**config.mk**
```make
export PLATFORM = sky130hd
export DESIGN_NAME = extended_utf8_sequence_decoder_unit
export DESIGN_NICKNAME = d
export VERILOG_FILES = /design/src/hdl/eu8d_pkg.sv /design/src/hdl/eu8d_decode.sv /design/src/hdl/extended_utf8_sequence_decoder_unit.sv
export SDC_FILE = /design/constraint.sdc
export NUM_CORES = 1
export LEC_CHECK = 0
export CORE_MARGIN = 2
export CORE_UTILIZATION = 63
export DETAILED_ROUTE_END_ITERATION = 10
export DONT_BUFFER_PORTS = 1
export PLACE_DENSITY = 0.79
export SYNTH_ARGS = -nofsm -noshare
export SYNTH_HDL_FRONTEND = slang
export SYNTH_HIERARCHICAL = 1
export SYNTH_SLANG_ARGS = --single-unit
```
**constraint.sdc**
```tcl
create_clock -name clk -period 5.45 [get_ports clk]
set_input_delay 0 -clock clk [delete_from_list [all_inputs] [get_ports clk]]
set_output_delay 0 -clock clk [all_outputs]
set_load 0.02 [all_outputs]
```
**src/hdl/eu8d_pkg.sv**
```systemverilog
// ----------------------------------------------------------------------------
// eu8d_pkg
// Types and constants shared by the extended utf-8 sequence decoder.
// ----------------------------------------------------------------------------
package eu8d_pkg;

  localparam int unsigned WIN_BYTES   = 9;
  localparam int unsigned CNT_W       = 4;
  localparam int unsigned CP_W        = 64;
  localparam int unsigned IN_TDATA_W  = 80;  // 72 window bits + 4 count bits, byte padded
  localparam int unsigned OUT_TDATA_W = 72;  // 4 count bits + 64 value bits, byte padded

  localparam logic [7:0] EXT_LEAD      = 8'hFE;
  localparam logic [7:0] RESERVED_LEAD = 8'hFF;
  localparam logic [7:0] CONT_MASK     = 8'hC0;
  localparam logic [7:0] CONT_TAG      = 8'h80;
  localparam logic [7:0] LEAD2_MASK    = 8'hE0;
  localparam logic [7:0] LEAD2_TAG     = 8'hC0;
  localparam logic [7:0] LEAD3_MASK    = 8'hF0;
  localparam logic [7:0] LEAD3_TAG     = 8'hE0;
  localparam logic [7:0] LEAD4_MASK    = 8'hF8;
  localparam logic [7:0] LEAD4_TAG     = 8'hF0;
  localparam logic [7:0] LEAD5_MASK    = 8'hFC;
  localparam logic [7:0] LEAD5_TAG     = 8'hF8;
  localparam logic [7:0] LEAD6_MASK    = 8'hFE;
  localparam logic [7:0] LEAD6_TAG     = 8'hFC;

  localparam logic [CNT_W-1:0] MAX_AVAIL = CNT_W'(WIN_BYTES);

  typedef logic [WIN_BYTES-1:0][7:0] byte_win_t;

  typedef enum logic [2:0] {
    FORM_1,
    FORM_2,
    FORM_3,
    FORM_4,
    FORM_5,
    FORM_6,
    FORM_EXT,
    FORM_BAD
  } form_t;

  typedef struct packed {
    logic [CNT_W-1:0] bytes_consumed;
    logic [CP_W-1:0]  code_point;
  } dec_result_t;

endpackage

```
**src/hdl/eu8d_decode.sv**
```systemverilog
// ----------------------------------------------------------------------------
// eu8d_decode
// Combinational decode of one character from a nine-byte window.
// ----------------------------------------------------------------------------
module eu8d_decode
  import eu8d_pkg::*;
(
  input  byte_win_t        win,
  input  logic [CNT_W-1:0] bytes_available,
  output dec_result_t      result
);

  logic [CNT_W-1:0]     avail;
  logic [7:0]           lead;
  form_t                form;
  logic [CNT_W-1:0]     need;
  logic [WIN_BYTES-1:0] cont_ok;
  logic                 conts_good;
  logic [CP_W-1:0]      value;
  logic                 ok;

  assign avail = (bytes_available > MAX_AVAIL) ? MAX_AVAIL : bytes_available;
  assign lead  = win[0];

  always_comb begin
    for (int i = 0; i < WIN_BYTES; i++) begin
      cont_ok[i] = (win[i] & CONT_MASK) == CONT_TAG;
    end
  end

  always_comb begin
    priority if (lead == RESERVED_LEAD) begin
      form = FORM_BAD;
    end else if (lead == EXT_LEAD) begin
      form = FORM_EXT;
    end else if (!lead[7]) begin
      form = FORM_1;
    end else if ((lead & LEAD2_MASK) == LEAD2_TAG) begin
      form = FORM_2;
    end else if ((lead & LEAD3_MASK) == LEAD3_TAG) begin
      form = FORM_3;
    end else if ((lead & LEAD4_MASK) == LEAD4_TAG) begin
      form = FORM_4;
    end else if ((lead & LEAD5_MASK) == LEAD5_TAG) begin
      form = FORM_5;
    end else if ((lead & LEAD6_MASK) == LEAD6_TAG) begin
      form = FORM_6;
    end else begin
      form = FORM_BAD;
    end
  end

  always_comb begin
    need       = '0;
    conts_good = 1'b0;
    value      = '0;
    unique case (form)
      FORM_1: begin
        need       = CNT_W'(1);
        conts_good = 1'b1;
        value      = CP_W'(lead[6:0]);
      end
      FORM_2: begin
        need       = CNT_W'(2);
        conts_good = cont_ok[1];
        value      = CP_W'({lead[4:0], win[1][5:0]});
      end
      FORM_3: begin
        need       = CNT_W'(3);
        conts_good = &cont_ok[2:1];
        value      = CP_W'({lead[3:0], win[1][5:0], win[2][5:0]});
      end
      FORM_4: begin
        need       = CNT_W'(4);
        conts_good = &cont_ok[3:1];
        value      = CP_W'({lead[2:0], win[1][5:0], win[2][5:0], win[3][5:0]});
      end
      FORM_5: begin
        need       = CNT_W'(5);
        conts_good = &cont_ok[4:1];
        value      = CP_W'({lead[1:0], win[1][5:0], win[2][5:0], win[3][5:0],
                            win[4][5:0]});
      end
      FORM_6: begin
        need       = CNT_W'(6);
        conts_good = &cont_ok[5:1];
        value      = CP_W'({lead[0], win[1][5:0], win[2][5:0], win[3][5:0],
                            win[4][5:0], win[5][5:0]});
      end
      FORM_EXT: begin
        // payload bytes are big endian and unchecked
        need       = MAX_AVAIL;
        conts_good = 1'b1;
        value      = {win[1], win[2], win[3], win[4], win[5], win[6], win[7], win[8]};
      end
      FORM_BAD: begin
        need       = '0;
        conts_good = 1'b0;
        value      = '0;
      end
      default: begin
        need       = '0;
        conts_good = 1'b0;
        value      = '0;
      end
    endcase
  end

  // empty window fails here too since need is never zero on a good form
  assign ok = conts_good && (avail >= need);

  assign result.bytes_consumed = ok ? need : '0;
  assign result.code_point     = ok ? value : '0;

endmodule

```
**src/hdl/extended_utf8_sequence_decoder_unit.sv**
```systemverilog
// ----------------------------------------------------------------------------
// extended_utf8_sequence_decoder_unit
// Decodes one original-form utf-8 character (1 to 6 bytes) or a 0xFE-led
// 9-byte 64-bit form from a window of nine bytes per word.
// ----------------------------------------------------------------------------
// channel | direction | tdata fields (lowest bit up)
// in_     | slave     | nine window bytes [71:0], bytes_available [75:72], pad
// out_    | master    | bytes_consumed [3:0], code_point [67:4], pad
//
// one word per cycle sustained while out_tready stays high; each word passes
// the input register, decode logic and output register, in that order
// synchronous active-low reset clears both valid flags only
// a stalled output holds its word; the input register refills in the same
// cycle the output register drains, so only a full stall backs up in_tready
// ----------------------------------------------------------------------------
module extended_utf8_sequence_decoder_unit
  import eu8d_pkg::*;
(
  input  logic                   clk,
  input  logic                   rst_n,
  input  logic                   in_tvalid,
  output logic                   in_tready,
  input  logic [IN_TDATA_W-1:0]  in_tdata,   // lead_byte, second..ninth_byte, bytes_available
  output logic                   out_tvalid,
  input  logic                   out_tready,
  output logic [OUT_TDATA_W-1:0] out_tdata   // bytes_consumed, code_point
);

  logic             in_valid_r;
  byte_win_t        win_r;
  logic [CNT_W-1:0] avail_r;
  logic             out_valid_r;
  dec_result_t      res_r;
  dec_result_t      res_nxt;
  logic             out_free;
  logic             stage_adv;

  assign out_free  = !out_valid_r || out_tready;
  assign stage_adv = in_valid_r && out_free;
  assign in_tready = !in_valid_r || out_free;

  always_ff @(posedge clk) begin
    if (!rst_n) begin
      in_valid_r <= 1'b0;
    end else if (in_tready) begin
      in_valid_r <= in_tvalid;
    end
  end

  always_ff @(posedge clk) begin
    if (in_tready && in_tvalid) begin
      win_r   <= in_tdata[WIN_BYTES*8-1:0];
      avail_r <= in_tdata[WIN_BYTES*8 +: CNT_W];
    end
  end

  eu8d_decode u_decode (
    .win             (win_r),
    .bytes_available (avail_r),
    .result          (res_nxt)
  );

  always_ff @(posedge clk) begin
    if (!rst_n) begin
      out_valid_r <= 1'b0;
    end else if (out_free) begin
      out_valid_r <= in_valid_r;
    end
  end

  always_ff @(posedge clk) begin
    if (stage_adv) begin
      res_r <= res_nxt;
    end
  end

  assign out_tvalid = out_valid_r;
  assign out_tdata  = {(OUT_TDATA_W-CNT_W-CP_W)'(0), res_r.code_point, res_r.bytes_consumed};

endmodule
```
## Word level (Yosys, flattened, before mapping)

Cells that the tools add are included.
W data, S select, Z words.

- Register bits after elaboration: 146
- Bits of input ports: 84
- Output and inout bits: 74
- Word-level logic and storage cells: 60

- Magnitude comparators: 2
- Eq/ne operators: 19
- Muxes and demuxes: 12
- Reductions and logical operators: 13

Operators with widths:

| kind | count |
|---|---|
| $pmux W64 S8 | 1 |
| $pmux W4 S8 | 1 |
| $mux W3 | 7 |
| $eq A8 B8 Y1 const B | 2 |
| $eq A3 B3 Y1 const B | 5 |
| $eq A2 B2 Y1 const B | 5 |
| $eq A7 B7 Y1 const B | 1 |
| $pmux W1 S7 | 1 |
| $eq A3 B2 Y1 const B | 2 |
| $eq A6 B6 Y1 const B | 1 |
| $eq A5 B5 Y1 const B | 1 |
| $reduce_and A5 Y1 | 1 |
| $eq A4 B4 Y1 const B | 1 |
| $ge A4 B4 Y1 | 1 |
| $gt A4 B4 Y1 const B | 1 |
| $mux W4 | 1 |
| $reduce_and A4 Y1 | 1 |
| $eq A3 B1 Y1 const B | 1 |
| $logic_and A1 B1 Y1 | 3 |
| $logic_not A3 Y1 | 1 |
| $reduce_and A3 Y1 | 1 |
| $logic_not A1 Y1 | 2 |
| $logic_or A1 B1 Y1 | 2 |
| $mux W2 | 1 |
| 2 further kinds | 2 |

## Depth between registers and ports, before layout

Gate-level depths: netlist (run 1).

- Depth in word-level cells: 13
- Depth in mapped cells: 13
- Mapped depth without buffers: 10

## By module

Netlist (run 1), hierarchy kept.

Modules (own cells, without submodules):

| module | times used | cells each | area each (um^2) | seq. area each (um^2) |
|---|---|---|---|---|
| extended_utf8_sequence_decoder_unit | 1 | 158 | 4461.8 | 4364.2 |
| eu8d_decode | 1 | 288 | 1810.5 | 0.0 |

## Least setup slack after synthesis (run 1)

No wires, ideal clock.

- Path kind: register to register
- Start point: register out_valid_r, in the netlist out_tvalid
- End point: register avail_r[0], enable pin
- Library setup time: 0.535 ns
- Data arrival time: 4.266 ns
- Data required time: 4.915 ns
- Slack: 0.649 ns
- Stages on the path, launching flop included: 3
- Buffers on the path: 0
- Period minus slack after synthesis: 4.801 ns
- Cells stage by stage: dfxtp_1 nor2b_4 a21oi_1

- Word-level cells in the longest chain between the ends: 4

Ends and longest elaborated chain:

| element | RTL line | source |
|---|---|---|
| from (decl) | extended_utf8_sequence_decoder_unit.sv:32 | `logic out_valid_r;` |
| from (signal assigned) | extended_utf8_sequence_decoder_unit.sv:67 | `out_valid_r <= in_valid_r;` |
| $logic_not A1 Y1 | extended_utf8_sequence_decoder_unit.sv:38 | `assign out_free = !out_valid_r \|\| out_tready;` |
| $logic_or A1 B1 Y1 | extended_utf8_sequence_decoder_unit.sv:38 |  |
| $logic_or A1 B1 Y1 | extended_utf8_sequence_decoder_unit.sv:40 | `assign in_tready = !in_valid_r \|\| out_free;` |
| $logic_and A1 B1 Y1 | extended_utf8_sequence_decoder_unit.sv:51 | `if (in_tready && in_tvalid) begin` |
| to (signal assigned) | extended_utf8_sequence_decoder_unit.sv:53 | `avail_r <= in_tdata[WIN_BYTES*8 +: CNT_W];` |
| to (decl) | extended_utf8_sequence_decoder_unit.sv:31 | `logic [CNT_W-1:0] avail_r;` |

Every way passes these cells.
A chain may end at the register's enable or synchronous reset.

## Worst setup path after layout (run 1)

- Start point: register win_r[5] in the netlist's numbering
- End point: register res_r, in the netlist out_tdata[41] (data pin)

- Word-level cells in the longest chain between the ends: 13
- Elaborated cells on any way between the ends: 29
- Those cells by class: 1 x order compare; 14 x eq/ne; 11 x mux; 3 x reduce/logical

Ends and longest elaborated chain:

| element | RTL line | source |
|---|---|---|
| from (decl) | extended_utf8_sequence_decoder_unit.sv:30 | `byte_win_t win_r;` |
| from (signal assigned) | extended_utf8_sequence_decoder_unit.sv:52 | `win_r <= in_tdata[WIN_BYTES*8-1:0];` |
| $eq A7 B7 Y1 | eu8d_decode.sv:46 | `end else if ((lead & LEAD6_MASK) == LEAD6_TAG) begin` |
| $mux W2 | eu8d_decode.sv:46 |  |
| $mux W3 | eu8d_decode.sv:44 | `end else if ((lead & LEAD5_MASK) == LEAD5_TAG) begin` |
| $mux W3 | eu8d_decode.sv:42 | `end else if ((lead & LEAD4_MASK) == LEAD4_TAG) begin` |
| $mux W3 | eu8d_decode.sv:40 | `end else if ((lead & LEAD3_MASK) == LEAD3_TAG) begin` |
| $mux W3 | eu8d_decode.sv:38 | `end else if ((lead & LEAD2_MASK) == LEAD2_TAG) begin` |
| $mux W3 | eu8d_decode.sv:36 | `end else if (!lead[7]) begin` |
| $mux W3 | eu8d_decode.sv:34 | `end else if (lead == EXT_LEAD) begin` |
| $mux W3 (*) | eu8d_decode.sv:32 | `priority if (lead == RESERVED_LEAD) begin` |
| $eq A3 B3 Y1, or another cell as far along | eu8d_decode.sv:57 | `unique case (form)` |
| $pmux W4 S8 or $reduce_or A2 Y1 (tied branches) | - |  |
| $ge A4 B4 Y1 or $pmux W1 S7 (tied branches) | eu8d_decode.sv:110, eu8d_decode.sv:57 |  |
| $logic_and A1 B1 Y1 | eu8d_decode.sv:110 | `assign ok = conts_good && (avail >= need);` |
| to (signal assigned) | extended_utf8_sequence_decoder_unit.sv:73 | `res_r <= res_nxt;` |
| to (decl) | extended_utf8_sequence_decoder_unit.sv:33 | `dec_result_t res_r;` |

Every way passes the cells marked *; elsewhere a longest branch is shown, timed or not.

==> out/results.md, run 1 <==
| Metric | This run |
|:---|:---|
| Outcome | complete, no violations |
| HPWL reported at the end of detailed placement | 9720 um |
| Die W | 104 um |
| Clock tree from TritonCTS | done |
| Number of buffer cells added on primary ports | 0 |
| Latest clock arrival within the worst-skew pair | 0.54 ns |
| Synthesized instance count | 446 |
| FF-to-FF End | out_tdata[41] |
| Final total negative setup slack | 0 ns |
| Placed Cells incl. Taps | 558 |
| Peak supply drop | 0.000520 V |
| Row cnt | 36 |
| Vias | 4476 |
| Setup slack of the most critical reg-to-reg path | 0.91 ns |
| Detailed-route vias per instance | 6.69 |
| Detailed-router iteration count before antenna repair | 7 |
| Headroom to the max-slew limit | 0.179 |
| Final design instance area without fill | 7860 um2 |
| Grt met3 use | 0.117 |
| Fin. max-slew vios | 0 |
| Number of buffers added for setup after CTS | 0 |
| Routed len/inst | 25.8 um |
| Total congestion overflow after global routing | 0 |
| Number of enable flip-flop cells after synthesis | 144 |
| Worst hold path stage count | 1 |
| Final worst slack | 0.913 ns |
| Combined area of all synthesized cells | 6270 um2 |
| GR Util met1 | 0.408 |
| Initial core utilization | 0.645 |
| Required arrival time at the worst endpoint | 5.74 ns |
| Layout overhead on the synthesized area | 25.3% |
| Wire length of the first global-routing pass | 25900 um |
| Area used by multi-input combinational logic | 1710 um2 |
| Overall track demand over capacity in global routing | 0.329 |
| Worst-case clock skew | 0.0160 ns |
| Setup WS pre-CTS | 1.08 ns |
| Setup Crit Path Kind | flop to flop |
| Worst hold path class | input port to flop |
| Flip-flop cell with the highest count after synthesis | edfxtp_1 |
| Endpoint arrival time on the critical path | 4.83 ns |
| Clock root buffer master | clkbuf_8 |
| Number of ports placed on the die boundary | 158 |
| Clock buffer count from CTS | 17 |
| Pin count of the biggest net entering global routing | 77 |
| Number of nets with antenna violations after routing | 0 |
| Minimum clock period | 4.54 ns |
| Number of distinct library cells after synthesis | 58 |
| Maximum net fanout on the critical path | 26 |
| Post-route total power | 2.93 mW |
| Total number of yosys warnings | 6 |
| GR met2 Demand/Resource | 0.522 |
| Antenna violations before repair | 0 |
| Worst-Margin Slew | 1.22 ns |
| Die height | 104 um |
| Standby leakage power | 2.64 nW |
| Number of fill cells | 535 |
| Share of final-layout standard cells stronger than drive strength 1 | 0.127 |
| Total routed wirelength | 17200 um |
| Setup Viol. Count Final | 0 |
| Destination of the worst hold path | win_r[29] |
| Start point of the worst min-delay path | in_tdata[29] |
| Element type at the critical path end | flop |
| CTS clock-pin slew for the worst setup and hold paths | 0.07 ns |
| Synthesized flop and latch total | 146 |
| Delay of the slowest cell on the worst path | 0.80 ns |
| Vias in the first global route | 4506 |
| Highest attainable clock frequency | 0.220 GHz |
| GRT busiest layer | met2 |
| Critical path, cell by cell | and4_1, and2_1, inv_1, nand2b_1, ha_1, nand2b_1, a21o_1, a211oi_2, nor3_2, and2_1 |
| Placed instance area | 6380 um2 |
| Reg area | 4360 um2 |
| Last weighted congestion value of the routability-driven placer | 0.947 |
| Full die area | 10800 um2 |
| Startpoint of the most critical register-to-register path | win_r[5] |
| Maxcap violations | 0 |
| Clock Sink Count | 146 |
| Fraction of the cycle the final worst path needs | 0.832 |
| Async SR Flop Fraction | 0 |
| Depth of the most critical reg-to-reg path | 10 |
| Type of origin of the critical path | flop |
| # H-tree levels | 4 |
| Number of design rule violations left after detail routing | 0 |
| Power density normalized to cell area | 373 nW/um2 |
| Std-Cell Core Area | 9730 um2 |
| Hold violation total from the final report | 0 |
| Antenna diode instance count | 0 |
| Standard cell with the maximum stage delay on the critical path | edfxtp_1 |
| Number of buffers on the longest clock path | 2 |
| Final non-filler cell total | 669 |
| Fin nets | 612 |
| Initial DRC count | 558 |
| Share of the yosys chip area belonging to registers | 0.696 |
| Mean instance size in the synthesized netlist | 14.1 um2 |
| Setup repair after global routing missed its margin | no |
-- layout make-up --
| class | instances | area share |
|---|---|---|
| Clock buffer | 17 | 0.0527 |
| Clock inverter | 14 | 0.0330 |
| Inverter | 16 | 0.00764 |
| Multi-Input combinational cell | 253 | 0.217 |
| Sequential cell | 146 | 0.555 |
| Tap cell | 133 | 0.0212 |
| Timing Repair Buffer | 90 | 0.113 |
-- synthesized netlist by cell type, types with 3 or more instances --
| cell | number | area (um2) |
|---|---|---|
| a311oi_2 | 6 | 90.1 |
| a21oi_1 | 28 | 140 |
| clkbuf_1 | 18 | 67.6 |
| buf_2 | 7 | 35.0 |
| o211ai_1 | 3 | 22.5 |
| a31oi_1 | 3 | 18.8 |
| a22oi_1 | 16 | 120 |
| nor3_2 | 12 | 120 |
| edfxtp_1 | 144 | 4320 |
| ha_1 | 4 | 50.1 |
| buf_4 | 5 | 37.5 |
| nand2_1 | 24 | 90.1 |
| o21ai_0 | 25 | 125 |
| nor4_1 | 10 | 62.6 |
| and2_1 | 26 | 163 |
| nor2b_1 | 10 | 62.6 |
| and3_1 | 3 | 18.8 |
| a221oi_1 | 12 | 105 |
| inv_1 | 14 | 52.6 |
| nand3_1 | 5 | 25.0 |
| nand2b_1 | 4 | 25.0 |
| nor2_1 | 21 | 78.8 |
-- layer usage --
layer | vias up | wire length (um)
met3 | 69 | 2030
li1 | 1879 | -
met1 | 2142 | 6140
met5 | - | 0
met4 | 0 | 758
met2 | 386 | 8310
-- critical path, delay by kind of cell (launching register included) --
family / cells / cell delay, ns
AOI/OAI and AO/OA: 2 / 0.79
DFF: 1 / 0.80
adders and majority gates: 1 / 0.23
and+or+nand+nor: 6 / 2.14
buffers and inverters: 1 / 0.32
-- kinds of logic after synthesis --
kind of cell / synth area share
AOI/OAI and AO/OA: 0.140
adders and majority gates: 0.00798
buffers and inverters: 0.0369
DFF: 0.696
other: 0.000598
and+or+nand+nor: 0.118
-- how the worst max path moves through the flow --
| stage | start | slack, ns | to | cells after the start |
|---|---|---|---|---|
| 6_report | win_r[5] | 0.91 | out_tdata[41] | 10 |
| 5_1_grt | win_r[5] | 0.68 | out_tdata[41] | 10 |
| 4_1_cts | win_r[5] | 1.05 | out_tdata[39] | 10 |
| 3_5_place_dp | win_r[5] | 1.08 | out_tdata[8] | 11 |
| 3_3_place_gp | win_r[5] | 1.20 | out_tdata[8] | 11 |
| 2_1_floorplan | out_tvalid | 0.65 | avail_r[0] | 2 |
-- per-stage QoR --
stage               hold slack (ns)  utilization
finish                       0.0824        0.808
global route                 0.0601        0.808
CTS                          0.0621        0.808
detailed placement           0.0989        0.656
global placement             0.0989        0.656
floorplan                    0.0989            -
-- sequential cells by signal, summed over array words and instances, names as in the netlist --
register / flops
out_tvalid: 1
win_r: 72
in_valid_r: 1
out_tdata: 68
avail_r: 4
-- where the power goes --
group          internal [mW]  switching [mW]
sequential              1.31          0.0814
combinational         0.0836           0.121
clock                  0.880           0.462
-- timing repair --
action	in CTS	in global routing
resized for setup	0	0
endpoints found under the hold margin	78	0
hold buffers	80	0
-- placed cells by master (no fill, tap or decap), types with 14 or more instances in the layout --
cell / n
nor2_1: 21
a21oi_1: 27
edfxtp_1: 144
o21ai_0: 25
clkbuf_16: 16
and2_1: 26
dlygate4sd3_1: 80
a22oi_1: 16
inv_1: 14
nand2_1: 24
Note: power is estimated with default switching activity, not from simulation.
==> run 2, diff against run 1 <==
--- a/config.mk
+++ b/config.mk
@@ -5,11 +5,12 @@
 export SDC_FILE = /design/constraint.sdc
 export NUM_CORES = 1
 export LEC_CHECK = 0
+export ABC_AREA = 1
 export CORE_MARGIN = 2
-export CORE_UTILIZATION = 63
+export CORE_UTILIZATION = 57
 export DETAILED_ROUTE_END_ITERATION = 10
 export DONT_BUFFER_PORTS = 1
-export PLACE_DENSITY = 0.79
+export PLACE_DENSITY = 0.75
 export SYNTH_ARGS = -nofsm -noshare
 export SYNTH_HDL_FRONTEND = slang
 export SYNTH_HIERARCHICAL = 1
==> constraint.sdc (replaced) <==
create_clock -name clk -period 3.88 [get_ports clk]
set_input_delay 0 -clock clk [delete_from_list [all_inputs] [get_ports clk]]
set_output_delay 0 -clock clk [all_outputs]
set_load 0.02 [all_outputs]
==> run 2 against run 1 <==
  * Clock power increased by 37%
  * Setup slack lost 0.076 ns
  * Via count grew 1.1%
  * Sequential power increased by 36%
  * Sequential share of layout area is 0.51 points lower
  * Utilization down 7.6 points
  * Largest power group unchanged
  * Critical path type unchanged
  * Flip-flop and latch count unchanged
  * Cell area increased by 0.92%
  * Die area up 12%
  * Largest cell class unchanged
  * Global-route usage shrank 4.3 points
  * Power grew 35%
==> out/results.md, run 2 <==
| Metric | This run |
|:---|:---|
| Final design instance area without fill | 7930 um2 |
| Most frequent cell after synthesis | edfxtp_1 |
| Die height | 110 um |
| Headroom to the max-slew limit | 0.396 |
| Highest attainable clock frequency | 0.329 GHz |
| Destination of the worst hold path | win_r[32] |
| Clock buffer count from CTS | 17 |
| Last weighted congestion value of the routability-driven placer | 0.910 |
| Async SR Flop Fraction | 0 |
| Standby leakage power | 2.87 nW |
| Clock Sink Count | 146 |
| Setup Crit Path Kind | flop to flop |
| Worst-Margin Slew | 0.906 ns |
| Outcome | complete, no violations |
| Start point of the worst min-delay path | in_tdata[32] |
| Pin count of the biggest net entering global routing | 69 |
| FF-to-FF End | out_tdata[40] |
| Setup repair after global routing missed its margin | no |
| Total congestion overflow after global routing | 0 |
| Endpoint arrival time on the critical path | 3.32 ns |
| Most frequent standard cell in the layout excluding fill and tap cells | edfxtp_1 |
| Post-route total power | 3.97 mW |
| Number of buffer cells added on primary ports | 0 |
| Largest cells by area after synthesis | edfxtp_1, nand2_1, nor2_1 |
| Row cnt | 38 |
| Number of fill cells | 707 |
| Combined area of all synthesized cells | 6360 um2 |
| Power density normalized to cell area | 501 nW/um2 |
| Peak supply drop | 0.000476 V |
| Number of nets with antenna violations after routing | 0 |
| Number of distinct library cells after synthesis | 34 |
| Synthesized flop and latch total | 146 |
| Maximum net fanout on the critical path | 38 |
| Vias in the first global route | 4495 |
| Maxcap violations | 0 |
| Overall track demand over capacity in global routing | 0.286 |
| Worst hold path stage count | 1 |
| Clock tree from TritonCTS | done |
| CTS clock-pin slew for the worst setup and hold paths | 0.06 ns |
| Type of origin of the critical path | flop |
| Layout overhead on the synthesized area | 24.8% |
| Wire length of the first global-routing pass | 24700 um |
| Fraction of the cycle the final worst path needs | 0.784 |
| Hold violation total from the final report | 0 |
| Required arrival time at the worst endpoint | 4.16 ns |
| Initial core utilization | 0.586 |
| Setup WS pre-CTS | 0.886 ns |
| Worst hold path class | input port to flop |
| Final total negative setup slack | 0 ns |
| Final non-filler cell total | 774 |
| Initial DRC count | 421 |
| Die W | 110 um |
| Fin nets | 710 |
| Startpoint of the most critical register-to-register path | win_r[5] |
| Top cell type's share of synthesized area | 0.680 |
| Total routed wirelength | 16100 um |
| Fin. max-slew vios | 0 |
| Share of final-layout standard cells stronger than drive strength 1 | 0.123 |
| Clock root buffer master | clkbuf_8 |
| Cell types with the highest counts after synthesis | edfxtp_1, nand2_1, nor2_1, inv_1, nand3_1 |
| Latest clock arrival within the worst-skew pair | 0.53 ns |
| Max reg flops | 72 |
| Number of enable flip-flop cells after synthesis | 144 |
| Number of design rule violations left after detail routing | 0 |
| Setup Viol. Count Final | 0 |
| Antenna violations before repair | 0 |
| HPWL reported at the end of detailed placement | 9980 um |
| Total number of yosys warnings | 6 |
| Detailed-router iteration count before antenna repair | 5 |
| Depth of the most critical reg-to-reg path | 14 |
| Number of buffers added for setup after CTS | 0 |
| Full die area | 12000 um2 |
| Antenna diode instance count | 0 |
| Number of buffers on the longest clock path | 2 |
| Synthesized instance count | 538 |
| Highest-count cells in the layout ignoring fill and taps | edfxtp_1, nand2_1, dlygate4sd3_1 |
| Flip-flop cell with the highest count after synthesis | edfxtp_1 |
| Placed Cells incl. Taps | 663 |
| Number of ports placed on the die boundary | 158 |
| Worst-case clock skew | 0.00962 ns |
| Std-Cell Core Area | 10800 um2 |
| Leading area contributor after synthesis | edfxtp_1 |
| Reg with most FFs | win_r |
| # H-tree levels | 4 |
| Detailed-route vias per instance | 5.84 |
| Element type at the critical path end | flop |
| Final worst slack | 0.837 ns |
| Routed len/inst | 20.9 um |
| Mean instance size in the synthesized netlist | 11.8 um2 |
| Vias | 4523 |
| Share of the yosys chip area belonging to registers | 0.686 |
| Minimum clock period | 3.04 ns |
| Setup slack of the most critical reg-to-reg path | 0.84 ns |
| Placed instance area | 6470 um2 |
run 2: cell types whose count changed after synthesis, sizes merged, moves of 10 or more:
cell / before / now
nor2: 21 / 96
and2: 26 / 0
nand3: 5 / 36
o21ai: 25 / 14
nand2: 24 / 107
nor2b: 11 / 0
o22ai: 1 / 17
inv: 14 / 45
a221oi: 12 / 0
a21oi: 28 / 15
nor4: 10 / 0
clkbuf: 19 / 6
a22oi: 16 / 0
run 2: cell type report:
type | instances | area (um2) | area share
clock buffers | 18 | 418 | 0.0527
clock inverters | 13 | 239 | 0.0301
inverters | 45 | 169 | 0.0213
multi-input cells | 324 | 1680 | 0.212
flip-flops and latches | 146 | 4360 | 0.550
well taps | 140 | 175 | 0.0221
repair buffers | 88 | 886 | 0.112
run 2: how the worst max path moves through the flow:
| stage | slack, ns | from | end |
|---|---|---|---|
| finish | 0.84 | win_r[5] | out_tdata[40] |
| global route | 0.67 | win_r[5] | out_tdata[53] |
| global placement | 0.99 | win_r[5] | out_tdata[49] |
| floorplan | 1.14 | out_tvalid | out_tdata[0] |
| detailed placement | 0.89 | win_r[5] | out_tdata[40] |
| CTS | 0.86 | win_r[5] | out_tdata[40] |
run 2: per-layer routing:
layer / track usage / up-vias / part of all wire
li1: - / 2029 / -
met1: 0.360 / 2135 / 0.38
met2: 0.458 / 323 / 0.49
met3: 0.0854 / 36 / 0.11
met4: 0.129 / 0 / 0.025
met5: 0 / - / 0
run 2: worst max-delay path, cell delays in order, from the launching register on:
cell,delay (ns)
edfxtp_1,0.42
inv_1,0.13
nor2_4,0.39
nand2_1,0.13
and3_1,0.19
ha_1,0.30
inv_1,0.07
o21bai_1,0.06
nand3_1,0.07
nand3_1,0.10
nand2_1,0.08
inv_1,0.07
nand2_4,0.37
buf_12,0.33
nor2_2,0.07
run 2: cells by family (layout without fill, tap and decap cells):
family	after synthesis	after routing	share of synthesized area
simple gates	254	254	0.192
buf+inv	71	164	0.0535
other cells	1	4	0.000590
flops	146	146	0.686
fa+ha+maj	4	4	0.00787
compound gates	62	62	0.0596
run 2: stage by stage:
| step | hold slack (ns) | utilization |
|---|---|---|
| floorplan | 0.0989 | - |
| global placement | 0.0989 | 0.597 |
| detailed placement | 0.0989 | 0.597 |
| CTS | 0.0585 | 0.732 |
| global route | 0.0586 | 0.732 |
| finish | 0.0868 | 0.732 |
run 2: power breakdown:
part | internal [mW] | total (mW) | switching [mW]
Sequential | 1.81 | 1.89 | 0.0711
Clock | 1.23 | 1.83 | 0.606
Combinational | 0.0954 | 0.255 | 0.159
Total | 3.14 | 3.97 | 0.837
run 2: timing repair:
action	4_1_cts	5_1_grt
endpoints found under the hold margin	78	0
resized for setup	0	0
hold buffers	80	0
